## src/design/weighted_point_table_dominance_defines.svh

```systemverilog
// Assertion macros for the weighted point table.
// Used by the controller; no other dependencies.
`ifndef WEIGHTED_POINT_TABLE_DOMINANCE_DEFINES_SVH
`define WEIGHTED_POINT_TABLE_DOMINANCE_DEFINES_SVH
`ifndef SYNTH
`define WPT_ASSERT(lbl, clk, rst_n, prop) \
  lbl: assert property (@(posedge clk) disable iff (!rst_n) prop) else $error("wpt check failed");
`define WPT_ASSERT_RST(lbl, clk, prop) \
  lbl: assert property (@(posedge clk) prop) else $error("wpt check failed");
`else
`define WPT_ASSERT(lbl, clk, rst_n, prop)
`define WPT_ASSERT_RST(lbl, clk, prop)
`endif
`endif

```

## src/design/wptd_pkg.sv

```systemverilog
// Shared types and codes for the weighted point table.
// No dependencies.
`default_nettype none
package wptd_pkg;
  localparam int unsigned NDIMS = 4;
  localparam int unsigned MAX_RESULTS = 16;

  localparam logic [2:0] MODE_INSERT   = 3'd0;
  localparam logic [2:0] MODE_DELETE   = 3'd1;
  localparam logic [2:0] MODE_CONTAINS = 3'd2;
  localparam logic [2:0] MODE_COUNT    = 3'd3;
  localparam logic [2:0] MODE_LIST_GT  = 3'd4;
  localparam logic [2:0] MODE_LIST_LT  = 3'd5;
  localparam logic [2:0] MODE_LIST_BOX = 3'd6;

  localparam logic [1:0] ST_OK       = 2'd0;
  localparam logic [1:0] ST_MISSING  = 2'd1;
  localparam logic [1:0] ST_FULL     = 2'd2;
  localparam logic [1:0] ST_OVERFLOW = 2'd3;

  typedef struct packed {
    logic [2:0]         mode;
    logic [7:0]         weight;
    logic signed [15:0] point0;
    logic signed [15:0] point1;
    logic signed [15:0] point2;
    logic signed [15:0] point3;
    logic signed [15:0] lower0;
    logic signed [15:0] lower1;
    logic signed [15:0] lower2;
    logic signed [15:0] lower3;
  } in_word_t;

  typedef struct packed {
    logic [1:0]         status;
    logic               present;
    logic [15:0]        dominated_weight;
    logic signed [15:0] match0;
    logic signed [15:0] match1;
    logic signed [15:0] match2;
    logic signed [15:0] match3;
    logic [15:0]        match_weight;
    logic               match_valid;
    logic               last;
    logic               emptied;
  } out_word_t;

  // controller -> datapath
  typedef struct packed {
    logic load;      // capture the command word
    logic clr_acc;   // clear scan accumulators
    logic rd;        // issue a table read at the scan index
    logic eval;      // evaluate the registered read
    logic rd_last;   // read the last occupied entry (for swap removal)
    logic commit;    // apply insert/delete update
    logic move;      // write last entry into freed slot
    logic emit;      // send the held list match
  } cmd_t;

  // datapath -> controller
  typedef struct packed {
    logic sel;       // entry under evaluation is selected for listing
    logic found;     // equality match seen
    logic is_list;
    logic scan_end;  // read index has reached the occupied count
    logic need_move; // delete emptied an entry that is not the last
  } stat_t;
endpackage
`default_nettype wire

```

## src/design/weighted_point_table_dominance.sv

```systemverilog
// Top level of the weighted point table: config register, controller, datapath.
// Depends on wptd_pkg, wptd_ctrl, wptd_datapath.
//
// Use: drive cmd_i and raise start; the word is taken at an edge where start
// is high and busy is low. Every entry in use is read once, one per cycle, from
// a table memory with one read and one write port; a list stops at 16 matches.
// An item passes through the scan, drain, commit, move-read and done states
// before the next can be taken; a delete that moves the last entry into the
// freed slot also passes through the move-write state. One item is worked at
// a time. A single-word result is registered on leaving the commit state.
// Results appear on res_o for one cycle each, marked by res_valid_o, in table
// order for list modes; each match is held until the next one
// or the end of the scan, and the last carries last = 1. The receiver cannot
// stall. Insert, delete, contains, count and mode 7 give one result; a list
// gives one per match (at most 16) or a single empty word.
// cfg_valid_i/cfg_ready_o write dims_in_use (reset 4); write only when idle.
// Reset empties the table at once (occupancy and total cleared); the table
// contents are not cleared.
`default_nettype none
module weighted_point_table_dominance import wptd_pkg::*; #(
  parameter int unsigned CAPACITY = 16
) (
  input  logic      clk_i,
  input  logic      rst_ni,
  input  logic      start,
  output logic      busy,
  input  in_word_t  cmd_i,
  output logic      res_valid_o,
  output out_word_t res_o,
  input  logic      cfg_valid_i,
  output logic      cfg_ready_o,
  input  logic [2:0] cfg_data_i
);
  logic [2:0] dims_q;
  cmd_t  cmd;
  stat_t stat;
  out_word_t dp_res;
  logic strobe, last;

  assign cfg_ready_o = 1'b1;
  always_ff @(posedge clk_i or negedge rst_ni) begin
    if (!rst_ni) dims_q <= 3'd4;
    else if (cfg_valid_i && cfg_ready_o) dims_q <= cfg_data_i;
  end

  wptd_ctrl u_ctrl (
    .clk_i, .rst_ni, .start_i(start), .stat_i(stat), .cmd_o(cmd),
    .busy_o(busy), .strobe_o(strobe), .last_o(last)
  );

  wptd_datapath #(.CAPACITY(CAPACITY)) u_dp (
    .clk_i, .rst_ni, .cmd_word_i(cmd_i), .dims_i(dims_q), .cmd_i(cmd),
    .stat_o(stat), .res_o(dp_res)
  );

  always_comb begin
    res_o = dp_res;
    res_o.last = last;
  end
  assign res_valid_o = strobe;
endmodule
`default_nettype wire

```

## src/design/wptd_datapath.sv

```systemverilog
// Datapath: entry table memory, scan comparators, accumulators, result register.
// Depends on wptd_pkg.
`default_nettype none
module wptd_datapath import wptd_pkg::*; #(
  parameter int unsigned CAPACITY = 16,
  parameter int unsigned IW = $clog2(CAPACITY),
  parameter int unsigned CW = $clog2(CAPACITY + 1)
) (
  input  logic      clk_i,
  input  logic      rst_ni,
  input  in_word_t  cmd_word_i,
  input  logic [2:0] dims_i,
  input  cmd_t      cmd_i,
  output stat_t     stat_o,
  output out_word_t res_o
);
  logic [NDIMS*16-1:0] coord_mem [CAPACITY];
  logic [15:0]         wt_mem [CAPACITY];

  in_word_t      w_q;
  logic [2:0]    d_q;
  logic [CW-1:0] occ_q, occ_d;
  logic [16:0]   tot_q, tot_d;
  logic [CW-1:0] ridx_q, ridx_d;
  logic [IW-1:0] eidx_q;          // index of entry held in rc_q/rw_q
  logic          rvalid_q;
  logic [NDIMS*16-1:0] rc_q;
  logic [15:0]   rw_q;
  logic          found_q;
  logic [IW-1:0] fidx_q;
  logic [15:0]   fw_q;
  logic [16:0]   sum_q;
  logic          need_move_q;
  out_word_t     pend_q, pend_d;  // list match held until the next one or the end

  // coordinates of found entry are kept so a weight-only rewrite is safe
  logic [NDIMS*16-1:0] coord_mem_rd_found;
  logic [NDIMS*16-1:0] fc_q;
  assign coord_mem_rd_found = fc_q;

  logic signed [15:0] q [NDIMS];
  logic signed [15:0] lo [NDIMS];
  logic signed [15:0] c [NDIMS];
  logic eq, gt, lt, box;

  always_comb begin
    q[0] = w_q.point0; q[1] = w_q.point1; q[2] = w_q.point2; q[3] = w_q.point3;
    lo[0] = w_q.lower0; lo[1] = w_q.lower1; lo[2] = w_q.lower2; lo[3] = w_q.lower3;
    for (int j = 0; j < NDIMS; j++) c[j] = rc_q[j*16 +: 16];
    eq = 1'b1; gt = 1'b1; lt = 1'b1; box = 1'b1;
    for (int j = 0; j < NDIMS; j++) begin
      if (3'(j) < d_q) begin
        if (c[j] != q[j]) eq = 1'b0;
        if (c[j] <= q[j]) gt = 1'b0;
        if (c[j] >= q[j]) lt = 1'b0;
        if (c[j] >= q[j] || c[j] < lo[j]) box = 1'b0;
      end
    end
  end

  logic sel;
  always_comb begin
    unique case (w_q.mode)
      MODE_LIST_GT:  sel = gt;
      MODE_LIST_LT:  sel = lt;
      MODE_LIST_BOX: sel = box;
      default:       sel = 1'b0;
    endcase
  end

  logic is_list;
  assign is_list = (w_q.mode == MODE_LIST_GT) || (w_q.mode == MODE_LIST_LT) ||
                   (w_q.mode == MODE_LIST_BOX);

  assign stat_o.sel       = rvalid_q && sel;
  assign stat_o.found     = found_q;
  assign stat_o.is_list   = is_list;
  assign stat_o.scan_end  = (ridx_q >= occ_q);
  assign stat_o.need_move = need_move_q;

  // memory read, registered
  logic [IW-1:0] raddr;
  always_comb begin
    if (cmd_i.rd_last) raddr = IW'(occ_q);
    else               raddr = ridx_q[IW-1:0];
  end
  always_ff @(posedge clk_i) begin
    rc_q   <= coord_mem[raddr];
    rw_q   <= wt_mem[raddr];
    eidx_q <= raddr;
  end

  // commit values
  logic [16:0] nw;
  logic [16:0] tot_add;
  assign nw      = {1'b0, fw_q} + 17'(w_q.weight);
  assign tot_add = tot_q + 17'(w_q.weight);

  logic        wr_en;
  logic [IW-1:0] waddr;
  logic [NDIMS*16-1:0] wc;
  logic [15:0] ww;
  out_word_t   res_d;
  logic        last_is_found;

  always_comb begin
    occ_d = occ_q;
    tot_d = tot_q;
    ridx_d = ridx_q;
    wr_en = 1'b0;
    waddr = fidx_q;
    wc = {w_q.point3, w_q.point2, w_q.point1, w_q.point0};
    ww = 16'(nw);
    res_d = '0;
    last_is_found = (CW'(fidx_q) == occ_q - CW'(1));
    if (cmd_i.clr_acc) ridx_d = '0;
    if (cmd_i.rd) ridx_d = ridx_q + CW'(1);
    if (cmd_i.commit) begin
      res_d.last = 1'b1;
      unique case (w_q.mode)
        MODE_INSERT: begin
          if (w_q.weight == 8'd0) begin
          end else if (found_q) begin
            if (nw > 17'hFFFF || tot_add > 17'hFFFF) res_d.status = ST_OVERFLOW;
            else begin
              wr_en = 1'b1; wc = coord_mem_rd_found; tot_d = tot_add;
            end
          end else if (occ_q >= CW'(CAPACITY)) begin
            res_d.status = ST_FULL;
          end else if (tot_add > 17'hFFFF) begin
            res_d.status = ST_OVERFLOW;
          end else begin
            wr_en = 1'b1; waddr = IW'(occ_q); ww = 16'(w_q.weight);
            occ_d = occ_q + CW'(1); tot_d = tot_add;
          end
        end
        MODE_DELETE: begin
          if (!found_q) res_d.status = ST_MISSING;
          else begin
            if (tot_q != '0) tot_d = tot_q - 17'd1;
            res_d.emptied = (tot_q <= 17'd1);
            if (fw_q == 16'd1) begin
              occ_d = occ_q - CW'(1);
            end else begin
              wr_en = 1'b1; waddr = fidx_q; ww = fw_q - 16'd1;
              wc = coord_mem_rd_found;
            end
          end
        end
        MODE_CONTAINS: res_d.present = found_q;
        MODE_COUNT: res_d.dominated_weight = (sum_q > 17'hFFFF) ? 16'hFFFF : sum_q[15:0];
        default: begin
          // list end and mode 7: empty word
        end
      endcase
    end
    if (cmd_i.move) begin
      wr_en = 1'b1; waddr = fidx_q; wc = rc_q; ww = rw_q;
    end
  end

  always_comb begin
    pend_d = '0;
    pend_d.match_valid = 1'b1;
    pend_d.match_weight = rw_q;
    pend_d.match0 = (d_q > 3'd0) ? c[0] : '0;
    pend_d.match1 = (d_q > 3'd1) ? c[1] : '0;
    pend_d.match2 = (d_q > 3'd2) ? c[2] : '0;
    pend_d.match3 = (d_q > 3'd3) ? c[3] : '0;
  end

  always_ff @(posedge clk_i) begin
    if (wr_en) begin
      coord_mem[waddr] <= wc;
      wt_mem[waddr]    <= ww;
    end
  end

  always_ff @(posedge clk_i or negedge rst_ni) begin
    if (!rst_ni) begin
      occ_q <= '0;
      tot_q <= '0;
      ridx_q <= '0;
      rvalid_q <= 1'b0;
      found_q <= 1'b0;
      need_move_q <= 1'b0;
    end else begin
      occ_q <= occ_d;
      tot_q <= tot_d;
      ridx_q <= ridx_d;
      rvalid_q <= cmd_i.rd;
      if (cmd_i.clr_acc) found_q <= 1'b0;
      else if (cmd_i.eval && rvalid_q && eq && !found_q) found_q <= 1'b1;
      need_move_q <= cmd_i.commit && (w_q.mode == MODE_DELETE) && found_q &&
                     (fw_q == 16'd1) && !last_is_found;
    end
  end

  always_ff @(posedge clk_i) begin
    if (cmd_i.load) begin
      w_q <= cmd_word_i;
      d_q <= (dims_i == 3'd0) ? 3'd1 : ((dims_i > 3'(NDIMS)) ? 3'(NDIMS) : dims_i);
    end
    if (cmd_i.clr_acc) sum_q <= '0;
    else if (cmd_i.eval && rvalid_q && lt) begin
      sum_q <= ((sum_q + 17'(rw_q)) > 17'hFFFF) ? 17'h10000 : sum_q + 17'(rw_q);
    end
    if (cmd_i.eval && rvalid_q && eq && !found_q) begin
      fidx_q <= eidx_q; fw_q <= rw_q; fc_q <= rc_q;
    end
    if (cmd_i.eval && rvalid_q && sel) pend_q <= pend_d;
    res_o <= cmd_i.emit ? pend_q : res_d;
  end
endmodule
`default_nettype wire

```

## src/design/wptd_ctrl.sv

```systemverilog
// Controller state machine: scan sequencing, result strobes, busy.
// Depends on wptd_pkg and the assertion macro header.
`default_nettype none
`include "weighted_point_table_dominance_defines.svh"
module wptd_ctrl import wptd_pkg::*; (
  input  logic  clk_i,
  input  logic  rst_ni,
  input  logic  start_i,
  input  stat_t stat_i,
  output cmd_t  cmd_o,
  output logic  busy_o,
  output logic  strobe_o,
  output logic  last_o
);
  typedef enum logic [2:0] {S_IDLE, S_SCAN, S_DRAIN, S_COMMIT, S_MOVE_RD, S_MOVE_WR,
                            S_DONE} state_e;
  state_e state_q;
  logic [4:0] nres_q;
  logic strobe_q, last_q;
  logic strobe_d, last_d;

  logic list_hit;
  assign list_hit = ((state_q == S_SCAN) || (state_q == S_DRAIN)) && stat_i.sel &&
                    stat_i.is_list;

  always_comb begin
    cmd_o = '0;
    cmd_o.load = (state_q == S_IDLE) && start_i;
    cmd_o.clr_acc = cmd_o.load;
    cmd_o.rd = (state_q == S_SCAN) && !stat_i.scan_end;
    cmd_o.eval = (state_q == S_SCAN) || (state_q == S_DRAIN);
    cmd_o.commit = (state_q == S_COMMIT);
    cmd_o.rd_last = (state_q == S_MOVE_RD);
    cmd_o.move = (state_q == S_MOVE_WR);
    // a held match goes out when the next one turns up, or at commit as the last word
    cmd_o.emit = stat_i.is_list && (nres_q != '0) && (list_hit || (state_q == S_COMMIT));
  end

  assign strobe_d = cmd_o.emit || (state_q == S_COMMIT);
  assign last_d   = (state_q == S_COMMIT);

  always_ff @(posedge clk_i or negedge rst_ni) begin
    if (!rst_ni) begin
      state_q <= S_IDLE;
      nres_q <= '0;
      strobe_q <= 1'b0;
      last_q <= 1'b0;
    end else begin
      strobe_q <= strobe_d;
      last_q <= last_d;
      unique case (state_q)
        S_IDLE: if (start_i) begin
          state_q <= S_SCAN; nres_q <= '0;
        end
        S_SCAN, S_DRAIN: begin
          if (list_hit) nres_q <= nres_q + 5'd1;
          if (list_hit && nres_q == 5'(MAX_RESULTS - 1)) state_q <= S_COMMIT;
          else if (state_q == S_DRAIN) state_q <= S_COMMIT;
          else if (stat_i.scan_end) state_q <= S_DRAIN;
        end
        S_COMMIT: state_q <= S_MOVE_RD;
        S_MOVE_RD: state_q <= stat_i.need_move ? S_MOVE_WR : S_DONE;
        S_MOVE_WR: state_q <= S_DONE;
        S_DONE: state_q <= S_IDLE;
        default: state_q <= S_IDLE;
      endcase
    end
  end

  assign busy_o = (state_q != S_IDLE);
  assign strobe_o = strobe_q;
  assign last_o = last_q;

  `WPT_ASSERT(a_last_strobe, clk_i, rst_ni, last_q |-> strobe_q)
  `WPT_ASSERT(a_idle_quiet, clk_i, rst_ni, (state_q == S_IDLE) |-> !strobe_q || last_q)
  `WPT_ASSERT(a_one_move, clk_i, rst_ni, cmd_o.move |=> !cmd_o.move)
  `WPT_ASSERT_RST(a_rst_idle, clk_i, !rst_ni |=> state_q == S_IDLE || !rst_ni)
endmodule
`default_nettype wire
```

## config.mk

```make
export PLATFORM = sky130hd
export DESIGN_NAME = weighted_point_table_dominance
export DESIGN_NICKNAME = d
export VERILOG_FILES = /design/src/design/wptd_pkg.sv /design/src/design/weighted_point_table_dominance.sv /design/src/design/wptd_datapath.sv /design/src/design/wptd_ctrl.sv
export VERILOG_INCLUDE_DIRS = /design/src /design/src/design
export SDC_FILE = /design/constraint.sdc
export NUM_CORES = 2
export LEC_CHECK = 0
export BUFFER_PORTS_ARGS = -buffer_cell sky130_fd_sc_hd__buf_2
export CAP_MARGIN = 20
export CORE_MARGIN = 10
export CORE_UTILIZATION = 30
export DETAILED_ROUTE_END_ITERATION = 10
export GPL_TIMING_DRIVEN = 0
export HOLD_SLACK_MARGIN = 0.15
export PLACE_DENSITY = 0.47
export REMOVE_ABC_BUFFERS = 1
export SYNTH_ARGS = -nofsm -noshare
export SYNTH_HDL_FRONTEND = slang
export SYNTH_SLANG_ARGS = --single-unit
```

## constraint.sdc

```tcl
create_clock -name clk_i -period 7 [get_ports clk_i]
set_input_delay 0.35 -clock clk_i [delete_from_list [all_inputs] [get_ports clk_i]]
set_output_delay 0.35 -clock clk_i [all_outputs]
set_load 0.005 [all_outputs]
```

==> metrics <==
sort of element at the end of the critical path=register; Synth area leader=sky130_fd_sc_hd__edfxtp_1; top post-synthesis cells by count=sky130_fd_sc_hd__edfxtp_1, sky130_fd_sc_hd__nand2_1, sky130_fd_sc_hd__nand3_1; mean number of vias per cell=5.07; Finish-stage setup viols=0; number of enable flip-flop cells after synthesis=1,586; starting density of the core=0.301; Setup Crit Path Kind=reg -> reg; area fraction of the dominant cell type after synthesis=0.629; via count of the first global-routing pass=49,700; critical path arrival=6.81 ns; global-route wire length before repair=355 mm; CP max-delay cell=sky130_fd_sc_hd__a31oi_1; end of the critical path=u_dp.coord_mem[13][38]; peak supply drop=323 uV; Int Power=22.5 mW; Setup crit start kind=register; full die area=273,000 um2; post-placement cell count=9,554; part of the power in the clock network=0.306; top-level port count=251; number of standard cells in the layout, taps in and fillers out=10,100; crit share post-route=0.891; worst slew margin relative to its limit=0.174; share of the yosys chip area belonging to registers=0.697; Power Dens Cells=363 nW/um2; setup TNS=0 ns; proportion of total power due to net switching=0.332; result of the run=finished, final reports clean; net switching power=11.2 mW; cell area after synthesis=75,700 um2; Final Slew Violations=0; clock tree from TritonCTS=yes; highest clock frequency the design can meet=160 MHz; number of levels in the clock H-tree=4; path type of the worst min-delay path=in -> async; peak fanout along the critical path=17; crit path time final=6.23 ns; count of maximum capacitance violations=0; total CTS buffers=198; cell seen most often among critical-path stages=sky130_fd_sc_hd__buf_12; DPL Wire Length=157 mm; Least-Margin Pin Slew=1.22 ns; initial drt markers=4,791; startpoint of the worst-slack reg-to-reg timing path=u_dp.w_q[128]; minimum setup slack after placement=0.917 ns; number of buffers added to fix hold violations after cts=168; Register-to-Register Path Depth=14; cells along the critical path=ha_1 -> fa_1 -> a21oi_2 -> o21ai_1 -> a21oi_1 -> nor3_1 -> or4_1 -> nor2_1 -> nand3_1 -> a31oi_1 -> nor2_4 -> buf_12 -> buf_12 -> buf_12; Remaining Overflow, GRT=0; clk slew on worst S/H paths=0.06 ns; post-layout total power=33.7 mW; RSZ-0062 raised after global routing=false; Die Height=522 um; fraction of power consumed by sequential logic=0.430; total of warnings raised by yosys=0; last weighted congestion value of the routability-driven placer=0.773; post-DR wirelength/cell=24.3 um; critical path required time=7.58 ns; quantity of gates resized following cts=0; primary flip-flop cell chosen by synthesis mapping=sky130_fd_sc_hd__edfxtp_1; clock buffer depth=3; leak pwr=33.5 nW; total of flip-flops plus latches after synthesis=1,831; number of antenna violations at the first check in global routing=5; total count of hold-check failures in the final report=0; crit-path max cell delay=0.89 ns; Avg Synthesized Cell Area=12.3 um2; routed via count=51,500; relative contribution of combinational cells to total power=0.264; clock skew=0.0330 ns; die width=522 um; Std-Cell Rows=184; pin count of the biggest net entering global routing=141; fillcell total=24,000; cell family with most CP delay=simple AND/OR/NAND/NOR gates; total wire length after detailed routing=246 mm; post-CTS setup-driven buffer insertion count=0; clock latency on the worst-skew pair=0.85 ns; most common cell in the synthesized netlist=sky130_fd_sc_hd__edfxtp_1; number of library cell types mapped by synthesis=93; CP Buf/Inv Count=3; Critical Path Stages=14; # port buffers=249; cells after synthesis=6,137; most area-consuming cells after synthesis=sky130_fd_sc_hd__edfxtp_1, sky130_fd_sc_hd__nand2_1, sky130_fd_sc_hd__dfxtp_1; relative area change from synthesis to final layout=22.6%; overall routing resource usage=0.174; count of clock tree sinks=1,831; worst setup slack for register-to-register paths=0.77 ns; area inside the core boundary=251,000 um2; launch point of the critical path=u_dp.w_q[128]; fraction of final layout cells sized beyond drive strength 1=0.132; Final Net Count=6,945; asr flop ratio synth=0.0235; number of optimization iterations in the first detailed-route pass=6; crit path setup slack, layout=0.766 ns; number of design rule violations left after detail routing=0; capturing point of the worst reg2reg path=u_dp.coord_mem[13][38]; antenna viol nets, final=0; clk root buf=sky130_fd_sc_hd__clkbuf_16; Layout Utilization=0.370
[cell families (layout without fill, tap and decap cells)]
group | Yosys count | count (layout) | share of synthesized area
simple gates | 2562 | 2562 | 0.150
mux | 21 | 21 | 0.00284
compound gates | 860 | 860 | 0.0828
buf+inv | 635 | 1295 | 0.0325
flops | 1831 | 1831 | 0.697
other cells | 1 | 3 | 0.0000495
xor+xnor | 51 | 51 | 0.00590
fa+ha+maj | 176 | 176 | 0.0294
[per-layer routing]
layer / vias to the layer above / GRT usage / wire [um]
met4: 0 / 0.0424 / 5650
met1: 26000 / 0.250 / 113000
met5: - / 0 / 0
met2: 1624 / 0.276 / 113000
li1: 23500 / - / -
met3: 320 / 0.0258 / 14100
[flip-flops by register name, indices dropped and copies added (netlist names), 11 cells and up]
signal / count
u_dp.tot_q: 17
u_dp.res_o: 101
u_dp.pend_q: 80
u_dp.coord_mem_rd_found: 64
u_dp.rc_q: 64
u_dp.rw_q: 16
u_dp.coord_mem: 1024
u_dp.wt_mem: 256
u_dp.w_q: 11
u_dp.q: 64
u_dp.lo: 64
u_dp.sum_q: 17
u_dp.fw_q: 16
[how the worst min path moves through the flow]
stage / end / cells past startpoint
after CTS: u_dp.lo[28] / 2
after floorplan: dims_q[0] / 0
after global placement: u_dp.fidx_q[3] / 0
final: u_ctrl.strobe_o / 2
after detailed placement: u_dp.fidx_q[1] / 0
after global routing: u_dp.lo[31] / 2
[metrics by stage]
stage | cell area [um2] | hold WS, ns
floorplan | 74200 | 0.0544
global placement | 79600 | 0.387
finish | 92800 | 0.153
CTS | 92400 | 0.150
detailed placement | 84300 | 0.390
global route | 92800 | 0.166
[cell type report]
type,instances,area (um2),area share
timing repair buffer,669,7740,0.0835
inverter,252,973,0.0105
clock buffer,298,5670,0.0611
antenna,2,5.00,0.0000539
multi-input combinational,3671,20800,0.224
tap,3348,4190,0.0451
sequential,1831,52700,0.568
clock inverter,76,723,0.00779
[power by group through the flow]
stage	registers, mW	clock network [mW]	logic, mW
after floorplan	14.2	0	5.47
after global placement	14.6	0	6.44
after detailed placement	14.7	0	8.65
after CTS	14.5	10.5	8.77
after global routing	14.6	11.0	9.84
final	14.5	10.3	8.91
[layout by cell type (no fill, tap or decap), drive strengths merged, types with 8 or more instances in the layout]
cell and instances:
nor2b 25, xor2 13, nor2 160, nand4 18
dlygate4sd3 168, o21ai 73, dfxtp 202, nand2 1396
and2 54, clkinv 56, and3 90, mux2i 17
a22oi 64, o31ai 20, a21o 21, a211oi 97
xnor2 38, nand2b 9, a31oi 94, a21oi 155
o211ai 10, edfxtp 1586, dfrtp 42, inv 258
ha 173, a311oi 161, or4 8, nand3 693
buf 500, o21a 25, or3 26, nor3 43
clkbuf 299, o21bai 8, o22ai 67
Note: power is estimated with default switching activity, not from simulation.
